--- src/sv/stl_pkg.sv ---
`timescale 1ns / 1ps
// Shared types, constants and helper functions of the script token lexer.
// No dependencies; every other file imports this package.
package stl_pkg;

  // Sizing
  localparam int MAX_LEXEME  = 63;
  localparam int TOKEN_LIMIT = 4096;
  localparam int OFFSET_BITS = 16;
  localparam int MAX_RES     = 3;
  localparam int LEN_W       = 6;
  localparam int LINE_W      = 16;
  localparam int IDX_W       = 12;
  localparam int OFF_W       = OFFSET_BITS;
  localparam int CNT_W       = 2;

  localparam logic [LEN_W-1:0]  LEN_MAX  = LEN_W'(MAX_LEXEME);
  localparam logic [LINE_W-1:0] LINE_MAX = {LINE_W{1'b1}};
  localparam logic [LINE_W-1:0] LINE_ONE = LINE_W'(1);
  localparam logic [IDX_W-1:0]  IDX_MAX  = IDX_W'(TOKEN_LIMIT - 1);

  // Bundle queue between the scanner and the token serializer
  localparam int Q_DEPTH = 4;
  localparam int Q_AW    = $clog2(Q_DEPTH);
  localparam int Q_CW    = Q_AW + 1;

  // Token kinds
  typedef enum logic [3:0] {
    TK_LST    = 4'd0,
    TK_WHN    = 4'd1,
    TK_TRN    = 4'd2,
    TK_SUM    = 4'd3,
    TK_EMT    = 4'd4,
    TK_IDENT  = 4'd5,
    TK_NUMBER = 4'd6,
    TK_PIPE   = 4'd7,
    TK_ARROW  = 4'd8,
    TK_LBRACK = 4'd9,
    TK_RBRACK = 4'd10,
    TK_ASSIGN = 4'd11,
    TK_OP     = 4'd12,
    TK_ERROR  = 4'd13,
    TK_EOF    = 4'd14
  } tok_kind_t;

  // Operator codes; non-operator tokens carry OP_NONE
  localparam logic [3:0] OP_NONE  = 4'd0;
  localparam logic [3:0] OP_ADD   = 4'd0;
  localparam logic [3:0] OP_SUB   = 4'd1;
  localparam logic [3:0] OP_MUL   = 4'd2;
  localparam logic [3:0] OP_DIV   = 4'd3;
  localparam logic [3:0] OP_GT    = 4'd4;
  localparam logic [3:0] OP_LT    = 4'd5;
  localparam logic [3:0] OP_NOT   = 4'd6;
  localparam logic [3:0] OP_XOR   = 4'd7;
  localparam logic [3:0] OP_COMMA = 4'd8;
  localparam logic [3:0] OP_GE    = 4'd9;
  localparam logic [3:0] OP_LE    = 4'd10;
  localparam logic [3:0] OP_NE    = 4'd11;

  // Characters
  localparam logic [7:0] CH_NUL    = 8'h00;
  localparam logic [7:0] CH_TAB    = 8'h09;
  localparam logic [7:0] CH_LF     = 8'h0A;
  localparam logic [7:0] CH_CR     = 8'h0D;
  localparam logic [7:0] CH_SPACE  = 8'h20;
  localparam logic [7:0] CH_BANG   = 8'h21;
  localparam logic [7:0] CH_HASH   = 8'h23;
  localparam logic [7:0] CH_STAR   = 8'h2A;
  localparam logic [7:0] CH_PLUS   = 8'h2B;
  localparam logic [7:0] CH_COMMA  = 8'h2C;
  localparam logic [7:0] CH_MINUS  = 8'h2D;
  localparam logic [7:0] CH_DOT    = 8'h2E;
  localparam logic [7:0] CH_SLASH  = 8'h2F;
  localparam logic [7:0] CH_LT     = 8'h3C;
  localparam logic [7:0] CH_EQ     = 8'h3D;
  localparam logic [7:0] CH_GT     = 8'h3E;
  localparam logic [7:0] CH_LBRACK = 8'h5B;
  localparam logic [7:0] CH_RBRACK = 8'h5D;
  localparam logic [7:0] CH_CARET  = 8'h5E;
  localparam logic [7:0] CH_PIPE   = 8'h7C;

  // Keywords, first character in the top byte
  localparam logic [23:0] KW_LST = "lst";
  localparam logic [23:0] KW_WHN = "whn";
  localparam logic [23:0] KW_TRN = "trn";
  localparam logic [23:0] KW_SUM = "sum";
  localparam logic [23:0] KW_EMT = "emt";

  typedef struct packed {
    tok_kind_t         kind;
    logic [3:0]        op;
    logic [OFF_W-1:0]  start;
    logic [LEN_W-1:0]  len;
    logic [LINE_W-1:0] line;
    logic [IDX_W-1:0]  index;
  } tok_t;

  // All tokens caused by one source byte
  typedef struct packed {
    logic [CNT_W-1:0]         cnt;
    tok_t [MAX_RES-1:0]       toks;
  } bundle_t;

  function automatic logic is_letter(logic [7:0] c);
    return (c >= "a" && c <= "z") || (c >= "A" && c <= "Z");
  endfunction

  function automatic logic is_digit(logic [7:0] c);
    return c >= "0" && c <= "9";
  endfunction

  // Three-letter keywords, everything else is an identifier
  function automatic tok_kind_t ident_kind(logic [23:0] prefix, logic [LEN_W-1:0] len);
    tok_kind_t k;
    k = TK_IDENT;
    if (len == LEN_W'(3)) begin
      unique case (prefix)
        KW_LST:  k = TK_LST;
        KW_WHN:  k = TK_WHN;
        KW_TRN:  k = TK_TRN;
        KW_SUM:  k = TK_SUM;
        KW_EMT:  k = TK_EMT;
        default: k = TK_IDENT;
      endcase
    end
    return k;
  endfunction

  // Comparison operator from the held first character
  function automatic logic [3:0] cmp_op(logic [7:0] c, logic with_eq);
    logic [3:0] op;
    if (c == CH_GT)      op = with_eq ? OP_GE : OP_GT;
    else if (c == CH_LT) op = with_eq ? OP_LE : OP_LT;
    else                 op = with_eq ? OP_NE : OP_NOT;
    return op;
  endfunction

  function automatic tok_t make_tok(tok_kind_t kind, logic [3:0] op, logic [OFF_W-1:0] start,
                                    logic [LEN_W-1:0] len, logic [LINE_W-1:0] line);
    tok_t t;
    t.kind  = kind;
    t.op    = op;
    t.start = start;
    t.len   = len;
    t.line  = line;
    t.index = '0;
    return t;
  endfunction

endpackage

--- src/sv/stl_if.sv ---
`timescale 1ns / 1ps
// Valid/ready channel interfaces for source beats and token beats.
// Depends on stl_pkg for field widths.
interface stl_in_if import stl_pkg::*; ();
  logic       valid;
  logic       ready;
  logic [7:0] src_byte;
  logic       end_of_source;

  modport source (output valid, output src_byte, output end_of_source, input ready);
  modport sink   (input valid, input src_byte, input end_of_source, output ready);
endinterface

interface stl_out_if import stl_pkg::*; ();
  logic              valid;
  logic              ready;
  logic [3:0]        token_kind;
  logic [3:0]        op_code;
  logic [15:0]       start_offset;
  logic [LEN_W-1:0]  lexeme_length;
  logic [LINE_W-1:0] line_number;
  logic [IDX_W-1:0]  token_index;
  logic              last_of_run;

  modport source (output valid, output token_kind, output op_code, output start_offset,
                  output lexeme_length, output line_number, output token_index,
                  output last_of_run, input ready);
  modport sink   (input valid, input token_kind, input op_code, input start_offset,
                  input lexeme_length, input line_number, input token_index,
                  input last_of_run, output ready);
endinterface

--- src/sv/stl_front.sv ---
`timescale 1ns / 1ps
// Scanner front end: classifies one source byte per beat and builds the bundle
// of up to three tokens it causes. Depends on stl_pkg and stl_in_if.
module stl_front import stl_pkg::*; (
  input  logic    clk,
  input  logic    rst_n,
  stl_in_if.sink  in_ch,
  output logic    push_valid,
  output bundle_t push_data,
  input  logic    push_ready
);

  typedef enum logic [8:0] {
    M_IDLE    = 9'b000000001,
    M_COMMENT = 9'b000000010,
    M_IDENT   = 9'b000000100,
    M_INT     = 9'b000001000,
    M_DOT     = 9'b000010000,
    M_FRAC    = 9'b000100000,
    M_MINUS   = 9'b001000000,
    M_CMP     = 9'b010000000,
    M_HALT    = 9'b100000000
  } lex_mode_t;

  lex_mode_t         mode_r, mode_nxt;
  logic [7:0]        pend_r, pend_nxt;
  logic [OFF_W-1:0]  tstart_r, tstart_nxt;
  logic [LEN_W-1:0]  lcnt_r, lcnt_nxt;
  logic [OFF_W-1:0]  bpos_r, bpos_nxt;
  logic [LINE_W-1:0] line_r, line_nxt;
  logic [23:0]       kwp_r, kwp_nxt;
  logic [IDX_W-1:0]  temit_r, temit_nxt;

  tok_t              tk_nxt [MAX_RES];
  logic [CNT_W-1:0]  n_nxt;
  logic              in_acc;

  assign in_ch.ready = push_ready;
  assign in_acc      = in_ch.valid & push_ready;

  // Next state and emitted tokens for the byte on the input
  always_comb begin
    logic [7:0]       c;
    logic [OFF_W-1:0] pos;
    logic             last;
    logic             run_idle;

    c         = in_ch.src_byte;
    pos       = bpos_r;
    last      = in_ch.end_of_source | (c == CH_NUL);
    run_idle  = 1'b0;
    mode_nxt  = mode_r;
    pend_nxt  = pend_r;
    tstart_nxt = tstart_r;
    lcnt_nxt  = lcnt_r;
    bpos_nxt  = bpos_r;
    line_nxt  = line_r;
    kwp_nxt   = kwp_r;
    temit_nxt = temit_r;
    n_nxt     = '0;
    for (int i = 0; i < MAX_RES; i++) tk_nxt[i] = '0;

    if (c != CH_NUL) begin
      // Continue or close the lexeme in progress
      unique case (mode_nxt)
        M_HALT: begin
        end
        M_COMMENT: begin
          if (c == CH_LF) run_idle = 1'b1;
        end
        M_IDENT: begin
          if (is_letter(c) && lcnt_nxt < LEN_MAX) begin
            if (lcnt_nxt == LEN_W'(1))      kwp_nxt[15:8] = c;
            else if (lcnt_nxt == LEN_W'(2)) kwp_nxt[7:0]  = c;
            lcnt_nxt = lcnt_nxt + LEN_W'(1);
          end else begin
            tk_nxt[n_nxt] = make_tok(ident_kind(kwp_nxt, lcnt_nxt), OP_NONE, tstart_nxt,
                                     lcnt_nxt, line_nxt);
            n_nxt = n_nxt + CNT_W'(1);
            run_idle = 1'b1;
          end
        end
        M_INT: begin
          if (is_digit(c) && lcnt_nxt < LEN_MAX) begin
            lcnt_nxt = lcnt_nxt + LEN_W'(1);
          end else if (c == CH_DOT && lcnt_nxt < LEN_MAX) begin
            mode_nxt = M_DOT;
          end else begin
            tk_nxt[n_nxt] = make_tok(TK_NUMBER, OP_NONE, tstart_nxt, lcnt_nxt, line_nxt);
            n_nxt = n_nxt + CNT_W'(1);
            run_idle = 1'b1;
          end
        end
        M_DOT: begin
          if (is_digit(c)) begin
            lcnt_nxt = lcnt_nxt + LEN_W'(1);
            if (lcnt_nxt < LEN_MAX) begin
              lcnt_nxt = lcnt_nxt + LEN_W'(1);
              mode_nxt = M_FRAC;
            end else begin
              // dot reached the limit: the digit opens a new number
              tk_nxt[n_nxt] = make_tok(TK_NUMBER, OP_NONE, tstart_nxt, lcnt_nxt, line_nxt);
              n_nxt = n_nxt + CNT_W'(1);
              run_idle = 1'b1;
            end
          end else begin
            // lone dot: close the number, then flag the dot itself
            tk_nxt[n_nxt] = make_tok(TK_NUMBER, OP_NONE, tstart_nxt, lcnt_nxt, line_nxt);
            n_nxt = n_nxt + CNT_W'(1);
            tk_nxt[n_nxt] = make_tok(TK_ERROR, OP_NONE, tstart_nxt + OFF_W'(lcnt_nxt),
                                     '0, line_nxt);
            n_nxt = n_nxt + CNT_W'(1);
            mode_nxt = M_HALT;
          end
        end
        M_FRAC: begin
          if (is_digit(c) && lcnt_nxt < LEN_MAX) begin
            lcnt_nxt = lcnt_nxt + LEN_W'(1);
          end else begin
            tk_nxt[n_nxt] = make_tok(TK_NUMBER, OP_NONE, tstart_nxt, lcnt_nxt, line_nxt);
            n_nxt = n_nxt + CNT_W'(1);
            run_idle = 1'b1;
          end
        end
        M_MINUS: begin
          if (is_digit(c)) begin
            mode_nxt = M_INT;
            lcnt_nxt = LEN_W'(2);
          end else if (c == CH_GT) begin
            tk_nxt[n_nxt] = make_tok(TK_ARROW, OP_NONE, tstart_nxt, LEN_W'(2), line_nxt);
            n_nxt = n_nxt + CNT_W'(1);
            mode_nxt = M_IDLE;
          end else begin
            tk_nxt[n_nxt] = make_tok(TK_OP, OP_SUB, tstart_nxt, LEN_W'(1), line_nxt);
            n_nxt = n_nxt + CNT_W'(1);
            run_idle = 1'b1;
          end
        end
        M_CMP: begin
          if (c == CH_EQ) begin
            tk_nxt[n_nxt] = make_tok(TK_OP, cmp_op(pend_nxt, 1'b1), tstart_nxt, LEN_W'(2),
                                     line_nxt);
            n_nxt = n_nxt + CNT_W'(1);
            mode_nxt = M_IDLE;
          end else begin
            tk_nxt[n_nxt] = make_tok(TK_OP, cmp_op(pend_nxt, 1'b0), tstart_nxt, LEN_W'(1),
                                     line_nxt);
            n_nxt = n_nxt + CNT_W'(1);
            run_idle = 1'b1;
          end
        end
        M_IDLE: begin
          run_idle = 1'b1;
        end
        default: begin
          run_idle = 1'b1;
        end
      endcase

      // Classify the byte as the start of something new
      if (run_idle) begin
        mode_nxt = M_IDLE;
        priority if (c == CH_SPACE || c == CH_TAB || c == CH_CR) begin
        end else if (c == CH_LF) begin
          if (line_nxt != LINE_MAX) line_nxt = line_nxt + LINE_W'(1);
        end else if (c == CH_HASH) begin
          mode_nxt = M_COMMENT;
        end else if (is_letter(c)) begin
          mode_nxt   = M_IDENT;
          tstart_nxt = pos;
          lcnt_nxt   = LEN_W'(1);
          kwp_nxt    = {c, 16'h0000};
        end else if (is_digit(c)) begin
          mode_nxt   = M_INT;
          tstart_nxt = pos;
          lcnt_nxt   = LEN_W'(1);
        end else if (c == CH_MINUS) begin
          mode_nxt   = M_MINUS;
          tstart_nxt = pos;
        end else if (c == CH_GT || c == CH_LT || c == CH_BANG) begin
          mode_nxt   = M_CMP;
          tstart_nxt = pos;
          pend_nxt   = c;
        end else begin
          unique case (c)
            CH_PIPE:   tk_nxt[n_nxt] = make_tok(TK_PIPE, OP_NONE, pos, LEN_W'(1), line_nxt);
            CH_LBRACK: tk_nxt[n_nxt] = make_tok(TK_LBRACK, OP_NONE, pos, LEN_W'(1), line_nxt);
            CH_RBRACK: tk_nxt[n_nxt] = make_tok(TK_RBRACK, OP_NONE, pos, LEN_W'(1), line_nxt);
            CH_EQ:     tk_nxt[n_nxt] = make_tok(TK_ASSIGN, OP_NONE, pos, LEN_W'(1), line_nxt);
            CH_COMMA:  tk_nxt[n_nxt] = make_tok(TK_OP, OP_COMMA, pos, LEN_W'(1), line_nxt);
            CH_PLUS:   tk_nxt[n_nxt] = make_tok(TK_OP, OP_ADD, pos, LEN_W'(1), line_nxt);
            CH_STAR:   tk_nxt[n_nxt] = make_tok(TK_OP, OP_MUL, pos, LEN_W'(1), line_nxt);
            CH_SLASH:  tk_nxt[n_nxt] = make_tok(TK_OP, OP_DIV, pos, LEN_W'(1), line_nxt);
            CH_CARET:  tk_nxt[n_nxt] = make_tok(TK_OP, OP_XOR, pos, LEN_W'(1), line_nxt);
            default: begin
              tk_nxt[n_nxt] = make_tok(TK_ERROR, OP_NONE, pos, '0, line_nxt);
              mode_nxt = M_HALT;
            end
          endcase
          n_nxt = n_nxt + CNT_W'(1);
        end
      end

      bpos_nxt = bpos_r + OFF_W'(1);
    end

    // End of source: flush the pending lexeme, then eof unless halted
    if (last) begin
      unique case (mode_nxt)
        M_IDENT: begin
          tk_nxt[n_nxt] = make_tok(ident_kind(kwp_nxt, lcnt_nxt), OP_NONE, tstart_nxt,
                                   lcnt_nxt, line_nxt);
          n_nxt = n_nxt + CNT_W'(1);
        end
        M_INT, M_FRAC: begin
          tk_nxt[n_nxt] = make_tok(TK_NUMBER, OP_NONE, tstart_nxt, lcnt_nxt, line_nxt);
          n_nxt = n_nxt + CNT_W'(1);
        end
        M_DOT: begin
          tk_nxt[n_nxt] = make_tok(TK_NUMBER, OP_NONE, tstart_nxt, lcnt_nxt, line_nxt);
          n_nxt = n_nxt + CNT_W'(1);
          tk_nxt[n_nxt] = make_tok(TK_ERROR, OP_NONE, tstart_nxt + OFF_W'(lcnt_nxt),
                                   '0, line_nxt);
          n_nxt = n_nxt + CNT_W'(1);
          mode_nxt = M_HALT;
        end
        M_MINUS: begin
          tk_nxt[n_nxt] = make_tok(TK_OP, OP_SUB, tstart_nxt, LEN_W'(1), line_nxt);
          n_nxt = n_nxt + CNT_W'(1);
        end
        M_CMP: begin
          tk_nxt[n_nxt] = make_tok(TK_OP, cmp_op(pend_nxt, 1'b0), tstart_nxt, LEN_W'(1),
                                   line_nxt);
          n_nxt = n_nxt + CNT_W'(1);
        end
        M_IDLE, M_COMMENT, M_HALT: begin
        end
        default: begin
        end
      endcase
      if (mode_nxt != M_HALT) begin
        tk_nxt[n_nxt] = make_tok(TK_EOF, OP_NONE, bpos_nxt, '0, line_nxt);
        n_nxt = n_nxt + CNT_W'(1);
      end
    end

    // Number the tokens, saturating at the limit
    for (int i = 0; i < MAX_RES; i++) begin
      if (i < int'(n_nxt)) begin
        tk_nxt[i].index = temit_nxt;
        if (temit_nxt != IDX_MAX) temit_nxt = temit_nxt + IDX_W'(1);
      end
    end

    // Return to the reset state for the next source
    if (last) begin
      mode_nxt   = M_IDLE;
      pend_nxt   = '0;
      tstart_nxt = '0;
      lcnt_nxt   = '0;
      bpos_nxt   = '0;
      line_nxt   = LINE_ONE;
      kwp_nxt    = '0;
      temit_nxt  = '0;
    end
  end

  // Hand the bundle to the queue when the byte caused any token
  assign push_valid = in_acc & (n_nxt != '0);
  always_comb begin
    push_data.cnt = n_nxt;
    for (int i = 0; i < MAX_RES; i++) push_data.toks[i] = tk_nxt[i];
  end

  // Advance the scanner state on each accepted beat
  always_ff @(posedge clk) begin
    if (!rst_n) begin
      mode_r   <= M_IDLE;
      pend_r   <= '0;
      tstart_r <= '0;
      lcnt_r   <= '0;
      bpos_r   <= '0;
      line_r   <= LINE_ONE;
      kwp_r    <= '0;
      temit_r  <= '0;
    end else if (in_acc) begin
      mode_r   <= mode_nxt;
      pend_r   <= pend_nxt;
      tstart_r <= tstart_nxt;
      lcnt_r   <= lcnt_nxt;
      bpos_r   <= bpos_nxt;
      line_r   <= line_nxt;
      kwp_r    <= kwp_nxt;
      temit_r  <= temit_nxt;
    end
  end

endmodule

--- src/sv/stl_queue.sv ---
`timescale 1ns / 1ps
// Small FIFO of token bundles between the scanner and the serializer.
// Depends on stl_pkg.
module stl_queue import stl_pkg::*; (
  input  logic            clk,
  input  logic            rst_n,
  input  logic            push_valid,
  input  bundle_t         push_data,
  output logic            push_ready,
  output logic            head_valid,
  output bundle_t         head_data,
  input  logic            pop,
  output logic [Q_CW-1:0] q_count
);

  bundle_t          mem_r [Q_DEPTH];
  logic [Q_AW-1:0]  wr_ptr_r, rd_ptr_r;
  logic [Q_CW-1:0]  count_r, count_nxt;
  logic             do_push, do_pop;

  assign push_ready = count_r != Q_CW'(Q_DEPTH);
  assign head_valid = count_r != '0;
  assign head_data  = mem_r[rd_ptr_r];
  assign q_count    = count_r;

  assign do_push = push_valid & push_ready;
  assign do_pop  = pop & head_valid;

  always_comb begin
    count_nxt = count_r;
    if (do_push) count_nxt = count_nxt + Q_CW'(1);
    if (do_pop)  count_nxt = count_nxt - Q_CW'(1);
  end

  // Store the incoming bundle
  always_ff @(posedge clk) begin
    if (do_push) mem_r[wr_ptr_r] <= push_data;
  end

  // Advance pointers and occupancy
  always_ff @(posedge clk) begin
    if (!rst_n) begin
      wr_ptr_r <= '0;
      rd_ptr_r <= '0;
      count_r  <= '0;
    end else begin
      if (do_push) wr_ptr_r <= wr_ptr_r + Q_AW'(1);
      if (do_pop)  rd_ptr_r <= rd_ptr_r + Q_AW'(1);
      count_r <= count_nxt;
    end
  end

endmodule

--- src/sv/stl_back.sv ---
`timescale 1ns / 1ps
// Token serializer: walks the head bundle and sends one token per beat,
// marking the last token of each byte. Depends on stl_pkg and stl_out_if.
module stl_back import stl_pkg::*; (
  input  logic      clk,
  input  logic      rst_n,
  input  logic      head_valid,
  input  bundle_t   head_data,
  output logic      pop,
  stl_out_if.source out_ch
);

  logic [CNT_W-1:0] sub_r, sub_nxt;
  tok_t             cur;
  logic             is_last;
  logic             out_acc;

  assign cur     = head_data.toks[sub_r];
  assign is_last = sub_r == (head_data.cnt - CNT_W'(1));
  assign out_acc = out_ch.valid & out_ch.ready;
  assign pop     = out_acc & is_last;

  // Drive the token under the cursor
  assign out_ch.valid         = head_valid;
  assign out_ch.token_kind    = cur.kind;
  assign out_ch.op_code       = cur.op;
  assign out_ch.start_offset  = 16'(cur.start);
  assign out_ch.lexeme_length = cur.len;
  assign out_ch.line_number   = cur.line;
  assign out_ch.token_index   = cur.index;
  assign out_ch.last_of_run   = is_last;

  // Step through the bundle; rewind once it is popped
  always_comb begin
    sub_nxt = sub_r;
    if (pop)          sub_nxt = '0;
    else if (out_acc) sub_nxt = sub_r + CNT_W'(1);
  end

  always_ff @(posedge clk) begin
    if (!rst_n) sub_r <= '0;
    else        sub_r <= sub_nxt;
  end

endmodule

--- src/sv/script_token_lexer.sv ---
`timescale 1ns / 1ps
// Byte-serial lexer. One source byte is accepted per cycle whenever the token
// queue has room; the scanner classifies it in that cycle and pushes the bundle
// of up to three tokens it causes into a four-entry queue. The serializer sends
// one token per cycle while the output is ready; a byte's tokens are registered
// in the queue first. Sustained throughput is one byte per cycle while the text
// averages no more than one token per byte; the four-bundle queue absorbs bytes
// that yield two or three tokens, and input stalls only when it is full.
// Depends on stl_pkg, stl_if, stl_front, stl_queue and stl_back.
module script_token_lexer import stl_pkg::*; (
  input  logic      clk,
  input  logic      rst_n,
  stl_in_if.sink    in_chan,
  stl_out_if.source out_chan
);

  logic            q_push_valid;
  bundle_t         q_push_data;
  logic            q_push_ready;
  logic            q_head_valid;
  bundle_t         q_head_data;
  logic            q_pop;
  logic [Q_CW-1:0] q_count;

  stl_front u_front (
    .clk        (clk),
    .rst_n      (rst_n),
    .in_ch      (in_chan),
    .push_valid (q_push_valid),
    .push_data  (q_push_data),
    .push_ready (q_push_ready)
  );

  stl_queue u_queue (
    .clk        (clk),
    .rst_n      (rst_n),
    .push_valid (q_push_valid),
    .push_data  (q_push_data),
    .push_ready (q_push_ready),
    .head_valid (q_head_valid),
    .head_data  (q_head_data),
    .pop        (q_pop),
    .q_count    (q_count)
  );

  stl_back u_back (
    .clk        (clk),
    .rst_n      (rst_n),
    .head_valid (q_head_valid),
    .head_data  (q_head_data),
    .pop        (q_pop),
    .out_ch     (out_chan)
  );

`ifndef SYNTHESIS
  // Occupancy never runs past the queue depth
  a_q_bound: assert property (@(posedge clk) disable iff (!rst_n)
    q_count <= Q_CW'(Q_DEPTH))
    else $error("token queue overflow");

  // Only non-empty bundles are queued
  a_q_nonempty: assert property (@(posedge clk) disable iff (!rst_n)
    q_head_valid |-> q_head_data.cnt != '0)
    else $error("empty bundle at queue head");

  // A byte's tokens go out without gaps
  a_run_cont: assert property (@(posedge clk) disable iff (!rst_n)
    out_chan.valid && out_chan.ready && !out_chan.last_of_run |=> out_chan.valid)
    else $error("token run broken before its last beat");
`endif

endmodule
--- src/flat_wrapper.sv ---
// flat-port wrapper written by rule: the top's interface ports become plain ports
module script_token_lexer_flat import stl_pkg::*;
  (clk, rst_n, in_chan_valid, in_chan_src_byte, in_chan_end_of_source, in_chan_ready, out_chan_valid, out_chan_token_kind, out_chan_op_code, out_chan_start_offset, out_chan_lexeme_length, out_chan_line_number, out_chan_token_index, out_chan_last_of_run, out_chan_ready);
  stl_in_if in_chan_i ();
  stl_out_if out_chan_i ();
  input  logic clk;
  input  logic rst_n;
  input wire logic [$bits(in_chan_i.valid)-1:0] in_chan_valid;
  input wire logic [$bits(in_chan_i.src_byte)-1:0] in_chan_src_byte;
  input wire logic [$bits(in_chan_i.end_of_source)-1:0] in_chan_end_of_source;
  output wire logic [$bits(in_chan_i.ready)-1:0] in_chan_ready;
  output wire logic [$bits(out_chan_i.valid)-1:0] out_chan_valid;
  output wire logic [$bits(out_chan_i.token_kind)-1:0] out_chan_token_kind;
  output wire logic [$bits(out_chan_i.op_code)-1:0] out_chan_op_code;
  output wire logic [$bits(out_chan_i.start_offset)-1:0] out_chan_start_offset;
  output wire logic [$bits(out_chan_i.lexeme_length)-1:0] out_chan_lexeme_length;
  output wire logic [$bits(out_chan_i.line_number)-1:0] out_chan_line_number;
  output wire logic [$bits(out_chan_i.token_index)-1:0] out_chan_token_index;
  output wire logic [$bits(out_chan_i.last_of_run)-1:0] out_chan_last_of_run;
  input wire logic [$bits(out_chan_i.ready)-1:0] out_chan_ready;
  assign in_chan_i.valid = in_chan_valid;
  assign in_chan_i.src_byte = in_chan_src_byte;
  assign in_chan_i.end_of_source = in_chan_end_of_source;
  assign in_chan_ready = in_chan_i.ready;
  assign out_chan_valid = out_chan_i.valid;
  assign out_chan_token_kind = out_chan_i.token_kind;
  assign out_chan_op_code = out_chan_i.op_code;
  assign out_chan_start_offset = out_chan_i.start_offset;
  assign out_chan_lexeme_length = out_chan_i.lexeme_length;
  assign out_chan_line_number = out_chan_i.line_number;
  assign out_chan_token_index = out_chan_i.token_index;
  assign out_chan_last_of_run = out_chan_i.last_of_run;
  assign out_chan_i.ready = out_chan_ready;
  script_token_lexer u_core (.clk(clk), .rst_n(rst_n), .in_chan(in_chan_i), .out_chan(out_chan_i));
endmodule
--- config.mk ---
export PLATFORM = sky130hd
export DESIGN_NAME = script_token_lexer_flat
export DESIGN_NICKNAME = d
export VERILOG_FILES = /design/src/sv/stl_pkg.sv /design/src/sv/stl_if.sv /design/src/sv/stl_front.sv /design/src/sv/stl_queue.sv /design/src/sv/stl_back.sv /design/src/sv/script_token_lexer.sv /design/src/flat_wrapper.sv
export SDC_FILE = /design/constraint.sdc
export NUM_CORES = 1
export LEC_CHECK = 0
export ABC_AREA = 1
export BUFFER_PORTS_ARGS = -buffer_cell sky130_fd_sc_hd__clkbuf_2
export CELL_PAD_IN_SITES_DETAIL_PLACEMENT = 1
export CELL_PAD_IN_SITES_GLOBAL_PLACEMENT = 2
export CORE_UTILIZATION = 40
export DETAILED_ROUTE_END_ITERATION = 10
export HOLD_SLACK_MARGIN = 0.05
export PLACE_DENSITY_LB_ADDON = 0.12
export SLEW_MARGIN = 20
export SYNTH_ARGS = -nofsm -noshare
export SYNTH_HDL_FRONTEND = slang
export SYNTH_SLANG_ARGS = --single-unit
--- constraint.sdc ---
create_clock -name clk -period 34.8 [get_ports clk]
set_input_delay 5.22 -clock clk [delete_from_list [all_inputs] [get_ports clk]]
set_output_delay 5.22 -clock clk [all_outputs]
set_load 0.02 [all_outputs]
==> results of run 1 <==
==> worst max-delay path: cells and delay by family <==
kind	cells	cell delay (ps)
fa+ha+maj	2	620
simple gates	15	3760
buf+inv	9	3760
compound gates	3	510
==> cells in the final DEF (no fill, tap or decap), drive strengths merged, types with 3 or more instances in the layout <==
cell     count
nand3      215
o21a         4
o221ai     102
clkbuf     204
bufinv       6
a22oi       20
nand3b       7
ha          42
a32o        35
a32oi        8
a21oi      187
a31oi       17
or2         11
inv        396
or4          3
o31ai        8
clkinv      39
nor3b        4
o311ai       9
nor3        58
o22ai      138
o21ai      684
a211oi      10
nand4       38
o21bai       5
o32ai       15
o41ai        4
a221oi       6
o2111ai     20
o211ai      96
nor2       748
dfxtp      118
nor4        25
buf         88
xor2        52
edfxtp     704
nand2      843
==> layer usage <==
layer | GRT usage | routed length (um)
met3 | 0.0553 | 11900
met1 | 0.412 | 76000
met5 | 0 | 47
met2 | 0.502 | 80100
met4 | 0.120 | 7140
==> worst max-delay path by stage <==
stage,slack [ps],start,end
finish,20940,in_chan_src_byte[1],u_core.u_queue.mem_r[3][31]
global route,20380,in_chan_src_byte[6],u_core.u_queue.mem_r[3][36]
CTS,20970,in_chan_src_byte[1],u_core.u_queue.mem_r[3][143]
detailed placement,20260,in_chan_src_byte[1],u_core.u_queue.mem_r[3][45]
global placement,20370,in_chan_src_byte[6],u_core.u_queue.mem_r[3][161]
floorplan,18230,in_chan_src_byte[1],u_core.u_queue.mem_r[0][0]
==> power groups by stage <==
stage / Sequential (mW) / Combinational (mW) / Clock, mW
4_1_cts: 1.20 / 0.748 / 0.994
6_report: 1.20 / 0.746 / 0.976
5_1_grt: 1.20 / 0.800 / 1.03
2_1_floorplan: 1.22 / 0.462 / 0
3_3_place_gp: 1.21 / 0.736 / 0
3_5_place_dp: 1.22 / 0.744 / 0
==> cells by family (layout without fill, tap and decap cells) <==
family	Yosys count	count (layout)	synth area share
and+or+nand+nor	1953	1953	0.188
AOI/OAI and AO/OA	1380	1380	0.190
DFF	822	822	0.536
buffers and inverters	705	734	0.0614
xor gates and xnor gates	54	54	0.0108
adders and majority gates	44	44	0.0129
muxes	2	2	0.000457
==> per-stage QoR <==
stage	utilization	cell area [sq um]
global route	0.447	48600
floorplan	-	43800
detailed placement	0.419	45600
finish	0.447	48600
CTS	0.447	48600
global placement	0.419	45600
==> final cells by class <==
| cell class | count | area [sq um] | share of cell area |
|---|---|---|---|
| Timing Repair Buffer | 161 | 1080 | 0.0221 |
| Clock buffer | 131 | 2610 | 0.0537 |
| Multi-Input combinational cell | 3433 | 17700 | 0.364 |
| Clock inverter | 39 | 402 | 0.00826 |
| Sequential cell | 822 | 23500 | 0.484 |
| Inverter | 403 | 1530 | 0.0314 |
| Tap cell | 1414 | 1770 | 0.0364 |
==> sequential cells by signal, indices dropped and copies added, names as in the netlist, named ones only <==
register,count
u_core.u_queue.mem_r,704
u_core.u_front.kwp_r,24
u_core.u_front.bpos_r,16
u_core.u_front.line_r,16
u_core.u_front.tstart_r,16
u_core.u_front.temit_r,12
u_core.u_front.mode_r,9
u_core.u_front.pend_r,8
u_core.u_front.lcnt_r,6
u_core.u_queue.q_count,3
u_core.u_back.sub_r,2
u_core.u_queue.rd_ptr_r,2
u_core.u_queue.wr_ptr_r,2
==> flow_summary.ini, run 1 <==
[yosys]
netlist_top_cells_count = 809 x nand2_1, 719 x nor2_1, 704 x edfxtp_1
synth_flop_cell = edfxtp_1
synth_cells = 4960
ys_ff_latch = 822
syn_avg_cell_area_sq_um = 8.83
synthTopCellsByArea = edfxtp_1 48%, o21ai_0 7.7%, nand2_1 6.9%
async_reset_ff_frac = 0
synth_edf_count = 704
synthesis.area_sq_mm = 0.0438
synth.distinct_cells = 63
synth_warnings = 0
synth_area_leader_cell = edfxtp_1
ys_seq_area_frac = 0.536
yosysTopAreaCellShare = 0.482
synth_most_common_cell = nand2_1
synth_nets = 5017

[critical_path]
cp.arrival_ps = 14150
critical_path.max_stage_delay_ps = 920
crit_required_ps = 35090
r2r-start = u_core.u_front.lcnt_r[0]
path_max_fanout = 62
r2r_cells = 28
crit_type = in2reg
start_kind = input port
endpoint_kind = flip-flop
cpMostUsedCell = buf_4
rrSetupSlack_ps = 25050
r2r-end = u_core.u_queue.mem_r[3][31]
slowest_stage = buf_4

[sta]
max_freq_ghz = 0.0721
hold_viol_final = 0
rsz0062_at_grt = false
fin_crit_sh = 0.398
setup_viol = 0
tightest_slew_ps = 1210
min_period_ps = 13860
fin_skew_ps = 25.3
slew-limit-headroom = 0.185
fin_hold_ws_ps = 464
setup_tns_ps = 0
maxSlewViolCount = 0
setup_slack_ps = 20940

[routing]
dr.pass1.iters = 6
drt_iter0_markers = 3235
totalWireLength_mm = 175
viasPerCell = 6.01
drc = 0
vias = 38454
post_drt_wl_per_cell_um = 27.4
antenna_left = 0

[final_layout]
fill_cells = 12490
stdcell_count = 6403
drive_above_1_share = 0.0878
diodes = 0
final_nets = 4969
synthToLayoutAreaGrowth_pct = 11.0

[clock_network]
path_clk_slew_ps = 60
ctsResizeCount = 0
cts_buffer_depth = 3
cts_hold_buf = 0
clock-sinks = 822
clk_latency_ps = 680
htree_levels = 3
post_cts_buffers = 0
root_buffer = clkbuf_16
cts_tree = yes
numCtsBuffers = 91

[worst_hold_path]
hold_depth = 2
hp-start = u_core.u_front.kwp_r[5]
hold_end = u_core.u_front.kwp_r[5]
holdCritPathClass = reg2reg

[global_route]
overflow = 0
globalRouteTotalUtil = 0.310
grt_pass1_wl_mm = 258
antenna_found_initial = 4
grt_pass1_vias = 38543
grt_max_degree = 187

[die]
io_pins = 74
die_x_um = 333
core-area_sq_mm = 0.109
die_h_um = 333
rows = 121
die-area_sq_mm = 0.111
start_util = 0.403

[pwr]
p_int_mw = 1.92
clkPwrFrac = 0.334
ir_drop_mv = 0.0373
swShare = 0.342
leakagePower_nw = 17.3
pwr-share-seq = 0.410
p_comb_frac = 0.256
power_mw = 2.92
power.switching_mw = 0.997
power.density_mw_per_mm2 = 60.0

[status]
status = completed

[run]
drv_cap = 0

[place]
io_buffers = 73
gp_congestion = 0.952
dp.final_hpwl_mm = 116
placedCellCount = 6233
pre_cts_ws_ps = 20260
Power figures use the tool's default switching activity.
==> run 2, diff against run 1 <==
ABC_AREA = 0   (was 1)
clock period = 12 ns   (was 34.8 ns; I/O delays follow)
==> run 2 against run 1 <==
  * Global-route usage down 4.0 points
  * Via count down 22%
  * Utilization up 0.29 points
  * Worst hold slack better by 11 ps
  * Non-clock buffer count down 5
  * Register-to-register slack worse by 23000 ps
  * Worst setup slack worse by 19000 ps
  * Die area down 4.7%
  * Clock power rose to 2.8 times the previous value
  * Largest power group unchanged
  * Clock skew up 3.2 ps
  * Total power rose to 2.6 times the previous value
  * Critical path depth up 3
==> flow_summary.ini, run 2 <==
[yosys]
synthTopCellsByArea = edfxtp_1 51%, mux4_2 9.5%, dfxtp_1 5.7%
syn_avg_cell_area_sq_um = 12.1
synth_nets = 3505
async_reset_ff_frac = 0
synth_area_leader_cell = edfxtp_1
synth_flop_cell = edfxtp_1
netlist_top_cells_count = 704 x edfxtp_1, 346 x nand2_1, 286 x o21ai_0
ys_ff_latch = 822
yosysTopAreaCellShare = 0.506
synth_edf_count = 704
synth_most_common_cell = edfxtp_1
synthesis.area_sq_mm = 0.0418
synth_warnings = 0
synth.distinct_cells = 108
ys_seq_area_frac = 0.563
synth_cells = 3448

[worst_hold_path]
holdCritPathClass = reg2reg
hp-start = u_core.u_front.kwp_r[22]

[global_route]
grt_use_met3 = 0.0362
antenna_found_initial = 2
grt_pass1_wl_mm = 214
globalRouteTotalUtil = 0.270
top_usage_layer = met2
grtUsageMet2 = 0.448
overflow = 0
grt_use_met1 = 0.367
grt_pass1_vias = 31651
grt_max_degree = 70

[final_layout]
largest_reg_flops = 704
stdcell_count = 4893
layout_commonest_cell = edfxtp_1
largest_register = u_core.u_queue.mem_r
fill_cells = 10722
layout_common_cells = 704 x edfxtp_1, 344 x nand2_1, 286 x o21ai_0, 194 x nor2_1, 176 x mux4_2
final_nets = 3490
synthToLayoutAreaGrowth_pct = 11.5
drive_above_1_share = 0.156
reg_top3 = u_core.u_queue.mem_r (704), u_core.u_front.kwp_r (24)
final_core_util = 0.450

[clock_network]
htree_levels = 3
numCtsBuffers = 93
path_clk_slew_ps = 60
clk_latency_ps = 690
cts_buffer_depth = 3
ctsResizeCount = 0
cts_hold_buf = 0
clock-sinks = 822
post_cts_buffers = 0
cts_tree = yes
root_buffer = clkbuf_16

[routing]
viasPerCell = 6.15
drc = 0
antenna_left = 0
vias = 30116
drt_iter0_markers = 2398
totalWireLength_mm = 143
dr.pass1.iters = 5
post_drt_wl_per_cell_um = 29.3

[critical_path]
path_max_fanout = 27
crit_start = in_chan_src_byte[0]
crit_required_ps = 12610
start_kind = input port
crit_type = in2reg
slowest_stage = or4_1
r2r-start = u_core.u_front.lcnt_r[0]
endpoint_kind = flip-flop
critical_path.max_stage_delay_ps = 530
cp.arrival_ps = 10860

[die]
die_h_um = 325
rows = 118
die_x_um = 325
io_pins = 74
start_util = 0.404
die-area_sq_mm = 0.106
core-area_sq_mm = 0.103

[sta]
setup_viol = 0
fin_hold_ws_ps = 475
min_period_ps = 10240
fin_crit_sh = 0.854
rsz0062_at_grt = false
max_freq_ghz = 0.0976
hold_viol_final = 0
maxSlewViolCount = 0
setup_tns_ps = 0
fin_skew_ps = 28.5
slew-limit-headroom = 0.224
tightest_slew_ps = 1160

[place]
io_buffers = 73
gp_congestion = 0.893
placedCellCount = 4716
dp.final_hpwl_mm = 94.0

[pwr]
power.switching_mw = 2.14
p_comb_frac = 0.178
power.density_mw_per_mm2 = 160
leakagePower_nw = 14.5
p_int_mw = 5.33
swShare = 0.286
ir_drop_mv = 0.101
clkPwrFrac = 0.366
pwr-share-seq = 0.457

[run]
drv_cap = 0

[status]
status = completed
[run 2: power groups by stage]
stage          clock network (mW)  logic (mW)  registers, mW
5_1_grt                      2.88        1.42           3.43
3_5_place_dp                    0        1.34           3.47
2_1_floorplan                   0       0.854           3.47
6_report                     2.73        1.33           3.41
3_3_place_gp                    0        1.32           3.45
4_1_cts                      2.79        1.35           3.41
[run 2: routing by layer]
| metal | share of wire | up-vias |
|---|---|---|
| li1 | - | 13232 |
| met2 | 0.49 | 931 |
| met5 | 0.000077 | - |
| met3 | 0.054 | 216 |
| met4 | 0.025 | 2 |
| met1 | 0.43 | 15735 |
[run 2: worst paths after layout]
check | to | slack (ps) | cells after the start
max reg2reg | u_core.u_front.temit_r[8] | 2160 | 35
min | u_core.u_front.kwp_r[22] | 470 | 2
max | u_core.u_front.temit_r[8] | 1760 | 32
min reg2reg | u_core.u_front.kwp_r[22] | 470 | 2
[run 2: final cells by class]
cell class | count | area (sq um) | share of cell area
clock inverters | 42 | 335 | 0.00720
clock buffers | 132 | 2590 | 0.0557
diodes | 1 | 2.50 | 0.0000537
flip-flops and latches | 822 | 23500 | 0.505
inverters | 50 | 190 | 0.00408
multi-input cells | 2310 | 17100 | 0.367
well taps | 1380 | 1730 | 0.0371
repair buffers | 156 | 1110 | 0.0238
[run 2: worst max-delay path, delay by kind of cell]
kind	cells	cell delay (ps)
AO/OA/AOI/OAI	12	3310
AND/OR/NAND/NOR	12	3640
buffers and inverters	3	690
adder cells (fa/ha/maj)	3	830
XOR/XNOR	2	520
[run 2: logic make-up (layout without fill, tap and decap cells)]
kind of cell    count (synthesis)  count (layout)  synth area share
other cells                     0               1                 0
mux                           269             269             0.118
buf+inv                       316             380            0.0296
simple gates                 1052            1052             0.126
flops                         822             822             0.563
fa+ha+maj                      44              44            0.0135
xor+xnor                       91              91            0.0193
compound gates                854             854             0.131
[run 2: stage by stage]
stage                     total power [mW]  instance area [sq um]  setup WS, ps
after floorplan                       4.32                  41800           523
final                                 7.47                  46600          1760
after global routing                  7.74                  46600          1030
after CTS                             7.55                  46500          1840
after detailed placement              4.81                  43600          1130
after global placement                4.77                  43600          1360
